$ cat src/hdl/hcbd_pkg.sv
// Shared types, character codes and limits for the chunked body decoder.
// Depends on nothing; the decoder module takes names from here by scope.
package hcbd_pkg;

    localparam int SIZE_BITS      = 24;
    localparam int MAX_BODY_BYTES = 131072;
    localparam int COUNT_W        = 17;

    localparam logic [SIZE_BITS-1:0] SIZE_MAX = {SIZE_BITS{1'b1}};
    // Shifting in one more digit above this value overflows the size register.
    localparam logic [SIZE_BITS-1:0] SIZE_SAT_LIMIT = SIZE_MAX >> 4;

    localparam logic [COUNT_W-1:0] COUNT_MAX =
        ((MAX_BODY_BYTES - 1) < ((1 << COUNT_W) - 1)) ?
        COUNT_W'(MAX_BODY_BYTES - 1) : {COUNT_W{1'b1}};

    localparam logic [7:0] CH_CR   = 8'h0D;
    localparam logic [7:0] CH_LF   = 8'h0A;
    localparam logic [7:0] CH_SEMI = 8'h3B;
    localparam logic [7:0] CH_0    = 8'h30;
    localparam logic [7:0] CH_9    = 8'h39;
    localparam logic [7:0] CH_LA   = 8'h61;
    localparam logic [7:0] CH_LF_HEX = 8'h66;
    localparam logic [7:0] CH_UA   = 8'h41;
    localparam logic [7:0] CH_UF   = 8'h46;

    typedef enum logic [1:0] {
        REASON_ZERO_SIZE = 2'd0,
        REASON_BAD_CHAR  = 2'd1,
        REASON_RAN_OUT   = 2'd2
    } reason_t;

    typedef enum logic [6:0] {
        PH_SIZE     = 7'b0000001,
        PH_SIZE_CR  = 7'b0000010,
        PH_EXT      = 7'b0000100,
        PH_DATA     = 7'b0001000,
        PH_TRAIL    = 7'b0010000,
        PH_TRAIL_LF = 7'b0100000,
        PH_DONE     = 7'b1000000
    } phase_t;

    typedef struct packed {
        logic       ok;
        logic [3:0] value;
    } hex_t;

    function automatic hex_t hex_decode(input logic [7:0] b);
        hex_t h;
        logic [7:0] d;
        h = '{ok: 1'b0, value: 4'd0};
        d = 8'd0;
        if (b >= CH_0 && b <= CH_9) begin
            d = b - CH_0;
            h = '{ok: 1'b1, value: d[3:0]};
        end
        else if (b >= CH_LA && b <= CH_LF_HEX) begin
            d = b - CH_LA + 8'd10;
            h = '{ok: 1'b1, value: d[3:0]};
        end
        else if (b >= CH_UA && b <= CH_UF) begin
            d = b - CH_UA + 8'd10;
            h = '{ok: 1'b1, value: d[3:0]};
        end
        return h;
    endfunction

endpackage

$ cat src/hdl/http_chunked_body_decoder.sv
// HTTP/1.1 chunked body decoder: input word register, byte-wide parser, result register.
// Depends on hcbd_pkg for phase codes, character codes and limits.
//
// Takes one raw body byte per word and passes on payload bytes only; the word
// flagged last_byte also yields a result carrying the decoded length and the
// end reason, after which the parser rearms for the next body. One word per
// cycle sustained while the output is not stalled: while a word sits in the
// input register the parser handles it, and the result register is written
// as the word advances. The result register is refilled in the same cycle it
// is taken, and words that produce no result advance without touching it. A
// held result that is stalled also holds the input register, so the input
// stalls once both registers are full.
module http_chunked_body_decoder (
    input  logic                         clk,
    input  logic                         rst_n,
    input  logic                         in_valid,
    output logic                         in_stall,
    input  logic [7:0]                   in_byte,
    input  logic                         last_byte,
    output logic                         out_valid,
    input  logic                         out_stall,
    output logic [7:0]                   data_byte,
    output logic                         data_valid,
    output logic                         body_end,
    output logic [hcbd_pkg::COUNT_W-1:0] decoded_length,
    output logic [1:0]                   end_reason
);

    // input word register
    logic       in_vld_reg;
    logic [7:0] in_byte_reg;
    logic       in_last_reg;

    // parser state
    hcbd_pkg::phase_t                phase_reg, phase_next;
    logic [hcbd_pkg::SIZE_BITS-1:0]  rem_reg, rem_next;
    logic [hcbd_pkg::COUNT_W-1:0]    cnt_reg, cnt_next;
    hcbd_pkg::reason_t               rsn_reg, rsn_next;

    // result register
    logic                            out_vld_reg;
    logic [7:0]                      data_byte_reg;
    logic                            data_valid_reg;
    logic                            body_end_reg;
    logic [hcbd_pkg::COUNT_W-1:0]    len_reg;
    logic [1:0]                      reason_reg;

    logic                            advance;
    logic                            emit;
    logic                            do_size;
    logic                            do_pay;
    logic                            has_result;
    logic [hcbd_pkg::SIZE_BITS-1:0]  rem_dec;
    hcbd_pkg::hex_t                  hex;

    assign advance    = in_vld_reg && (!out_vld_reg || !out_stall);
    assign in_stall   = in_vld_reg && !advance;
    assign has_result = emit || in_last_reg;
    assign hex        = hcbd_pkg::hex_decode(in_byte_reg);
    assign rem_dec    = rem_reg - hcbd_pkg::SIZE_BITS'(rem_reg != '0);

    always_comb
    begin
        phase_next = phase_reg;
        rem_next   = rem_reg;
        cnt_next   = cnt_reg;
        rsn_next   = rsn_reg;
        emit       = 1'b0;
        do_size    = 1'b0;
        do_pay     = 1'b0;

        unique case (phase_reg)
            hcbd_pkg::PH_SIZE:
            begin
                do_size = 1'b1;
            end
            hcbd_pkg::PH_SIZE_CR:
            begin
                phase_next = hcbd_pkg::PH_DATA;
                do_pay     = (in_byte_reg != hcbd_pkg::CH_LF);
            end
            hcbd_pkg::PH_EXT:
            begin
                if (in_byte_reg == hcbd_pkg::CH_LF)
                    phase_next = hcbd_pkg::PH_DATA;
            end
            hcbd_pkg::PH_DATA:
            begin
                do_pay = 1'b1;
            end
            hcbd_pkg::PH_TRAIL:
            begin
                if (in_byte_reg == hcbd_pkg::CH_CR)
                    phase_next = hcbd_pkg::PH_TRAIL_LF;
                else
                begin
                    phase_next = hcbd_pkg::PH_SIZE;
                    do_size    = (in_byte_reg != hcbd_pkg::CH_LF);
                end
            end
            hcbd_pkg::PH_TRAIL_LF:
            begin
                phase_next = hcbd_pkg::PH_SIZE;
                do_size    = (in_byte_reg != hcbd_pkg::CH_LF);
            end
            default:
            begin
                phase_next = phase_reg;
            end
        endcase

        if (do_size)
        begin
            if (in_byte_reg == hcbd_pkg::CH_CR || in_byte_reg == hcbd_pkg::CH_LF ||
                in_byte_reg == hcbd_pkg::CH_SEMI)
            begin
                if (rem_reg == '0)
                begin
                    rsn_next   = hcbd_pkg::REASON_ZERO_SIZE;
                    phase_next = hcbd_pkg::PH_DONE;
                end
                else if (in_byte_reg == hcbd_pkg::CH_CR)
                    phase_next = hcbd_pkg::PH_SIZE_CR;
                else if (in_byte_reg == hcbd_pkg::CH_LF)
                    phase_next = hcbd_pkg::PH_DATA;
                else
                    phase_next = hcbd_pkg::PH_EXT;
            end
            else if (!hex.ok)
            begin
                rsn_next   = hcbd_pkg::REASON_BAD_CHAR;
                phase_next = hcbd_pkg::PH_DONE;
            end
            else if (rem_reg > hcbd_pkg::SIZE_SAT_LIMIT)
                rem_next = hcbd_pkg::SIZE_MAX;
            else
                rem_next = {rem_reg[hcbd_pkg::SIZE_BITS-5:0], hex.value};
        end

        if (do_pay)
        begin
            emit     = 1'b1;
            rem_next = rem_dec;
            if (cnt_reg < hcbd_pkg::COUNT_MAX)
                cnt_next = cnt_reg + 1'b1;
            if (rem_dec == '0)
                phase_next = hcbd_pkg::PH_TRAIL;
        end
    end

    always_ff @(posedge clk or negedge rst_n)
    begin
        if (!rst_n)
            in_vld_reg <= 1'b0;
        else if (in_valid && !in_stall)
            in_vld_reg <= 1'b1;
        else if (advance)
            in_vld_reg <= 1'b0;
    end

    always_ff @(posedge clk)
    begin
        if (in_valid && !in_stall)
        begin
            in_byte_reg <= in_byte;
            in_last_reg <= last_byte;
        end
    end

    always_ff @(posedge clk or negedge rst_n)
    begin
        if (!rst_n)
        begin
            phase_reg <= hcbd_pkg::PH_SIZE;
            rem_reg   <= '0;
            cnt_reg   <= '0;
            rsn_reg   <= hcbd_pkg::REASON_RAN_OUT;
        end
        else if (advance)
        begin
            if (in_last_reg)
            begin
                // rearm for the next body
                phase_reg <= hcbd_pkg::PH_SIZE;
                rem_reg   <= '0;
                cnt_reg   <= '0;
                rsn_reg   <= hcbd_pkg::REASON_RAN_OUT;
            end
            else
            begin
                phase_reg <= phase_next;
                rem_reg   <= rem_next;
                cnt_reg   <= cnt_next;
                rsn_reg   <= rsn_next;
            end
        end
    end

    always_ff @(posedge clk or negedge rst_n)
    begin
        if (!rst_n)
            out_vld_reg <= 1'b0;
        else if (advance)
            out_vld_reg <= has_result;
        else if (!out_stall)
            out_vld_reg <= 1'b0;
    end

    always_ff @(posedge clk)
    begin
        if (advance && has_result)
        begin
            data_byte_reg  <= emit ? in_byte_reg : 8'd0;
            data_valid_reg <= emit;
            body_end_reg   <= in_last_reg;
            len_reg        <= in_last_reg ? cnt_next : '0;
            reason_reg     <= in_last_reg ? rsn_next : hcbd_pkg::REASON_ZERO_SIZE;
        end
    end

    assign out_valid      = out_vld_reg;
    assign data_byte      = data_byte_reg;
    assign data_valid     = data_valid_reg;
    assign body_end       = body_end_reg;
    assign decoded_length = len_reg;
    assign end_reason     = reason_reg;

`ifndef ASSERT_OFF
    a_result_has_content: assert property (@(posedge clk) disable iff (!rst_n)
        out_vld_reg |-> (data_valid_reg || body_end_reg))
        else $error("result word carries neither payload nor end of body");

    a_done_is_silent: assert property (@(posedge clk) disable iff (!rst_n)
        (advance && phase_reg == hcbd_pkg::PH_DONE) |-> !emit)
        else $error("payload emitted after decoding stopped");

    a_held_word_stays: assert property (@(posedge clk) disable iff (!rst_n)
        (in_vld_reg && !advance) |=> (in_vld_reg && $stable(in_byte_reg)))
        else $error("input word lost while waiting for result slot");

    a_last_rearms: assert property (@(posedge clk) disable iff (!rst_n)
        (advance && in_last_reg) |=>
        (phase_reg == hcbd_pkg::PH_SIZE && cnt_reg == '0 && rem_reg == '0))
        else $error("parser did not rearm after end of body");
`endif

endmodule

$ cat config.mk
export PLATFORM = sky130hd
export DESIGN_NAME = http_chunked_body_decoder
export DESIGN_NICKNAME = d
export VERILOG_FILES = /design/src/hdl/hcbd_pkg.sv /design/src/hdl/http_chunked_body_decoder.sv
export SDC_FILE = /design/constraint.sdc
export NUM_CORES = 1
export LEC_CHECK = 0
export BUFFER_PORTS_ARGS = -buffer_cell sky130_fd_sc_hd__buf_2
export CAP_MARGIN = 20
export CORE_ASPECT_RATIO = 1.4
export CORE_MARGIN = 2
export CORE_UTILIZATION = 35
export CTS_BUF_LIST = sky130_fd_sc_hd__clkbuf_8
export DETAILED_ROUTE_END_ITERATION = 8
export PLACE_DENSITY = 0.51
export SYNTH_ARGS = -nofsm -noshare
export SYNTH_HDL_FRONTEND = slang
export SYNTH_SLANG_ARGS = --single-unit
$ cat constraint.sdc
create_clock -name clk -period 3.9 [get_ports clk]
set_clock_uncertainty 0.05 [all_clocks]
set_input_delay 0.78 -clock clk [delete_from_list [all_inputs] [get_ports clk]]
set_output_delay 0.78 -clock clk [all_outputs]
set_load 0.03 [all_outputs]
==> results of run 1 <==
[Yosys cell counts, types with 3 or more instances]
| cell | n | area share |
|---|---|---|
| nand4b_1 | 4 | 0.0064 |
| edfxtp_1 | 38 | 0.21 |
| clkbuf_1 | 23 | 0.016 |
| nor3b_1 | 4 | 0.0055 |
| mux2i_1 | 3 | 0.0055 |
| o21a_1 | 3 | 0.0041 |
| and2_1 | 9 | 0.010 |
| nor4_2 | 5 | 0.011 |
| nor3_1 | 23 | 0.021 |
| o221ai_1 | 5 | 0.0080 |
| o31ai_1 | 7 | 0.0097 |
| and3_1 | 8 | 0.0092 |
| nor2_1 | 73 | 0.050 |
| o21ai_1 | 3 | 0.0028 |
| a41oi_1 | 4 | 0.0064 |
| buf_2 | 7 | 0.0064 |
| a31oi_1 | 8 | 0.0092 |
| ha_1 | 7 | 0.016 |
| nand2b_1 | 5 | 0.0057 |
| o211ai_1 | 6 | 0.0083 |
| or4_1 | 6 | 0.0083 |
| nor4b_1 | 5 | 0.0080 |
| or3_1 | 4 | 0.0046 |
| nand4_1 | 9 | 0.010 |
| xnor2_1 | 16 | 0.026 |
| nand2_1 | 36 | 0.025 |
| dfrtp_1 | 50 | 0.23 |
| nor4_1 | 7 | 0.0080 |
| a22oi_1 | 9 | 0.012 |
| a22o_1 | 13 | 0.021 |
| xor2_1 | 3 | 0.0048 |
| inv_1 | 19 | 0.013 |
| o21ai_0 | 54 | 0.050 |
| and4_1 | 5 | 0.0080 |
| a21o_1 | 3 | 0.0041 |
| a21oi_1 | 11 | 0.010 |
| a211oi_1 | 6 | 0.0083 |
| nand3_1 | 16 | 0.015 |
| nor2b_1 | 4 | 0.0046 |
[through the flow]
stage               hold slack [ns]  power [uW]  utilization  area [sq um]
floorplan                     0.374        1930            -          5440
global placement              0.436        2290        0.395          5980
detailed placement            0.447        2290        0.395          5980
CTS                           0.459        2910        0.407          6160
global route                  0.490        3100        0.408          6170
finish                        0.446        2910        0.408          6170
[kinds of logic (layout without fill, tap and decap cells)]
| kind of cell | count (synthesis) | count (layout) | synth area share |
|---|---|---|---|
| compound gates | 166 | 166 | 0.218 |
| xor+xnor | 19 | 19 | 0.0306 |
| fa+ha+maj | 7 | 7 | 0.0161 |
| buf+inv | 53 | 108 | 0.0395 |
| flops | 90 | 90 | 0.449 |
| mux | 3 | 3 | 0.00552 |
| simple gates | 238 | 238 | 0.242 |
[report_power, final]
part / switching, uW / total [uW] / internal (uW)
Clock: 363 / 614 / 252
Combinational: 608 / 973 / 365
Sequential: 178 / 1320 / 1150
[routing by layer]
layer  up-vias  track usage  wire length [microns]
li1       2294            -                      -
met1      2387        0.235                   6620
met2       149        0.371                   8550
met3        43       0.0411                    791
met4         0       0.0994                    575
met5         -            0                      0
[worst max-delay path by stage]
stage | startpoint | endpoint | cells after the start
floorplan | rem_reg[5] | phase_reg[3] | 11
global placement | rem_reg[21] | phase_reg[3] | 10
detailed placement | rem_reg[21] | phase_reg[3] | 11
CTS | rem_reg[21] | phase_reg[3] | 11
global route | rem_reg[21] | phase_reg[3] | 11
finish | rem_reg[21] | phase_reg[3] | 10
[layout make-up]
class / instances / area, sq um / share of cell area
clock buffer: 10 / 138 / 0.0223
clock inverter: 6 / 42.5 / 0.00689
inverter: 21 / 78.8 / 0.0128
multi-input combinational: 433 / 2810 / 0.454
sequential: 90 / 2440 / 0.396
tap: 192 / 240 / 0.0389
timing repair buffer: 71 / 425 / 0.0689
==> run metrics, run 1 <==
H-tree depth=3; async set-reset flop share out of synthesis=0.578; Pins Over Slew Limit=0; Vias=4873; WP buf/inv=0; crit-path cells=or4_1 > nand2b_1 > or3_1 > ha_1 > ha_1 > xor2_1 > or4_1 > a2111oi_4 > a41o_1 > a22oi_1; 1st-iter DRT viols=323; EDFF count, synth=38; CTS clock-pin slew for the worst setup and hold paths=0.10 ns; CTS max path bufs=2; top_reg_cell synth=dfrtp_1; worst vdd ir=256 uV; slew margin rel.=0.351; final wirelength=16500 microns; post-synthesis sequential area ratio=0.449; number of synthesized register bits=90; Avg Synthesized Cell Area=9.45 sq um; Pwr per Cell Area=471 mW/mm^2; Initial DRT Pass Iterations=5; num ports=44; Synth warnings=0; GR Overflow Total=0; buffers added on ports=43; crit path kind=flop to flop; required time of the critical path=4.11 ns; post-route insts no fill=823; Final Hold Viols=0; Hold Path Class=input pin to async pin; final worst-path cycle share=0.958; Placed Instances=807; CTS Hold Bufs=0; most common cell after layout, fill and taps aside=nor2_1; most frequent cells in the layout=nor2_1, o21ai_0, dfrtp_1; Slew @ Worst Pin=0.966 ns; Worst setup SP type=flop; Synthesized Nets=596; n_diodes=0; die span in x=109 microns; Die Area=0.0166 sq mm; CP endpoint kind=flop; Initial Utilization=0.360; fillers=1503; CP Data Arrival Time=3.95 ns; Leak=0.00237 uW; Routed Antenna Nets=0; Critical Path Fanout Max=7; synth unique cells=79; Largest register FFs=24; crit-path leading delay family=simple AND/OR/NAND/NOR gates; CTS Root Cell=clkbuf_8; Vias per Instance=5.92; Layout Nets=646; PnR worst setup slack=0.162 ns; core area=0.0151 sq mm; largest net degree at the start of global routing=36; CP max-delay cell=or4_1; Mapped Area=0.00544 sq mm; clock buffer count from CTS=9; CP max stage delay=0.60 ns; WL per Instance=20.1 microns; TritonCTS clock tree=yes; fmax=0.268 GHz; Reg2Reg Launch Point=rem_reg[21]; clk_lat worst skew=0.38 ns; DP Worst Slack=0.173 ns; Min Clock Period, post-route=3.74 ns; cells on worst reg2reg path=10; cell count after synthesis=576; row count=53; Final setup viols=0; initial antenna violation count=0; hpwl dp=11700 microns; vias in the first global route=4924; Max Cap Viol=0; Syn-to-layout area delta=13.4%; unrepaired setup endpoints after global routing=no; first-pass GRT wire length=26000 microns; Post-CTS Setup Bufs=0; CTS resizes=0; status=completed; reg-to-reg critical path endpoint=phase_reg[3]; total track usage=0.208; DRC=0; GPL Wtd Cong=0.921; clk sinks=90; setup TNS=0 ns; reg-to-reg slack, setup=0.16 ns; Die Y=152 microns; share of post-route cells with drive strength above 1=0.184
No activity file was read; power rests on OpenSTA's default activity.
==> inputs of run 2 (changes only) <==
--- a/config.mk
+++ b/config.mk
@@ -5,6 +5,7 @@
 export SDC_FILE = /design/constraint.sdc
 export NUM_CORES = 1
 export LEC_CHECK = 0
+export ABC_AREA = 1
 export BUFFER_PORTS_ARGS = -buffer_cell sky130_fd_sc_hd__buf_2
 export CAP_MARGIN = 20
 export CORE_ASPECT_RATIO = 1.4
==> run metrics, run 2 <==
hpwl dp=10500 microns; total track usage=0.187; Post-CTS Setup Bufs=0; crit-path cells=nor2_1 > nand2_1 > nor2_1 > inv_1 > nor4_2 > inv_1 > ha_1 > ha_1 > nand2_1 > xor2_1 > nand2_1 > nor2_1 > nand3_1 > nor2_1 > nand3_1 > nand3_1 > nand2_1; initial antenna violation count=0; Synth top area share=0.234; Sequential Area=0.00244 sq mm; CTS Root Cell=clkbuf_8; Post-synth top cells=nand2_1, nor2_1, inv_1, dfrtp_1, nand3_1; first-pass GRT wire length=23300 microns; clk sinks=90; Die Y=150 microns; num ports=44; n_diodes=0; EDFF count, synth=38; Die Area=0.0163 sq mm; number of synthesized register bits=90; TritonCTS clock tree=yes; Largest register FFs=24; required time of the critical path=4.13 ns; CTS resizes=0; status=completed; Vias=4531; vias in the first global route=4595; Layout Nets=730; H-tree depth=3; top_reg_cell synth=dfrtp_1; Final Hold Viols=0; unrepaired setup endpoints after global routing=no; final wirelength=14300 microns; synth unique cells=42; Initial Utilization=0.357; CTS Hold Bufs=0; uppermost layer routed=met4; Routed Antenna Nets=0; CP max-delay cell=dfrtp_1; worst vdd ir=213 uV; Critical Path Fanout Max=6; DR WL met3=355 microns; most frequent cells in the layout=nand2_1, nor2_1, inv_1; final worst-path cycle share=0.837; Synthesized Nets=686; Max Cap Viol=0; WL per Instance=15.8 microns; DR WL met2=7610 microns; clock buffer count from CTS=9; CP endpoint kind=flop; 1st-iter DRT viols=220; share of post-route cells with drive strength above 1=0.176; Initial DRT Pass Iterations=5; Placed Instances=891; CP Data Arrival Time=3.49 ns; setup TNS=0 ns; cell count after synthesis=666; Slew @ Worst Pin=0.939 ns; async set-reset flop share out of synthesis=0.578; crit-path leading delay family=simple AND/OR/NAND/NOR gates; Final setup viols=0; die span in x=108 microns; post-synthesis sequential area ratio=0.458; Pwr per Cell Area=590 mW/mm^2; most common cell after layout, fill and taps aside=nand2_1; Synth warnings=0; post-route insts no fill=907; post-synth top area cell=dfrtp_1; Avg Synthesized Cell Area=8.02 sq um; crit path kind=flop to flop; core area=0.0150 sq mm; CP max stage delay=0.45 ns; Hold Path Class=flop to flop; row count=53; Pins Over Slew Limit=0; buffers added on ports=43; CTS clock-pin slew for the worst setup and hold paths=0.10 ns; Metal-1 WL=6060 microns; Worst setup SP type=flop; slew margin rel.=0.374; area of the multi-input gates=0.00251 sq mm; WP buf/inv=2; Leak=0.00262 uW; GR Overflow Total=0; fmax=0.306 GHz; CTS max path bufs=2; GPL Wtd Cong=0.897; Syn-to-layout area delta=11.2%; Min Clock Period, post-route=3.26 ns; DRC=0; clk_lat worst skew=0.38 ns; largest net degree at the start of global routing=37; Vias per Instance=5.00; fillers=1619; Mapped Area=0.00534 sq mm; largest cells by area after synthesis=dfrtp_1, edfxtp_1, nand2_1; most frequent cell after synthesis=nand2_1
==> run 2: final cells by class <==
class | instances | area share
Clock buffer | 10 | 0.0232
Clock inverter | 6 | 0.0112
Inverter | 76 | 0.0480
Multi-Input combinational cell | 484 | 0.422
Sequential cell | 90 | 0.411
Tap cell | 192 | 0.0404
Timing Repair Buffer | 49 | 0.0438
==> run 2: report_power, final <==
part	internal (uW)	leakage (uW)	total, uW	switching (uW)
logic	452	0.00147	1430	983
registers	1170	0.00105	1390	228
clock network	316	0.000101	679	363
==> run 2: cell families after synthesis <==
group,count (synthesis),synth area share
DFF,90,0.458
AOI/OAI and AO/OA,91,0.113
buffers and inverters,92,0.0728
xor gates and xnor gates,18,0.0295
adders and majority gates,7,0.0164
and+or+nand+nor,368,0.311
==> run 2: worst paths after layout <==
check	start	cells after the start	slack, ns	endpoint
max	rem_reg[7]	17	0.64	phase_reg[3]
min	rsn_reg[1]	2	0.47	rsn_reg[1]
max reg2reg	rem_reg[7]	17	0.64	phase_reg[3]
min reg2reg	rsn_reg[1]	2	0.47	rsn_reg[1]
max in group asynchronous	rst_n	2	2.49	cnt_reg[3]
min in group asynchronous	rst_n	1	0.49	rem_reg[16]
==> run 2: tightest hold or removal path, cell delays in order, from the launching register on <==
cell     delay [ns]
dfstp_2        0.38
nor2_1         0.09
a21oi_1        0.05
==> run 2: through the flow <==
stage	hold WS [ns]	cell area (sq um)	total power, uW	util	worst slack (ns)
after floorplan	0.421	5340	2450	-	1.20
after global placement	0.443	5740	2840	0.383	0.761
after detailed placement	0.446	5740	2840	0.383	0.712
after CTS	0.462	5940	3540	0.397	0.675
after global routing	0.505	5940	3780	0.397	0.247
final	0.467	5940	3510	0.397	0.636
==> run 2: per-layer routing <==
metal  track usage  up-vias
met1         0.221     2148
met4        0.0660        0
met3        0.0316       21
li1              -     2284
met2         0.338       78
met5             0        -
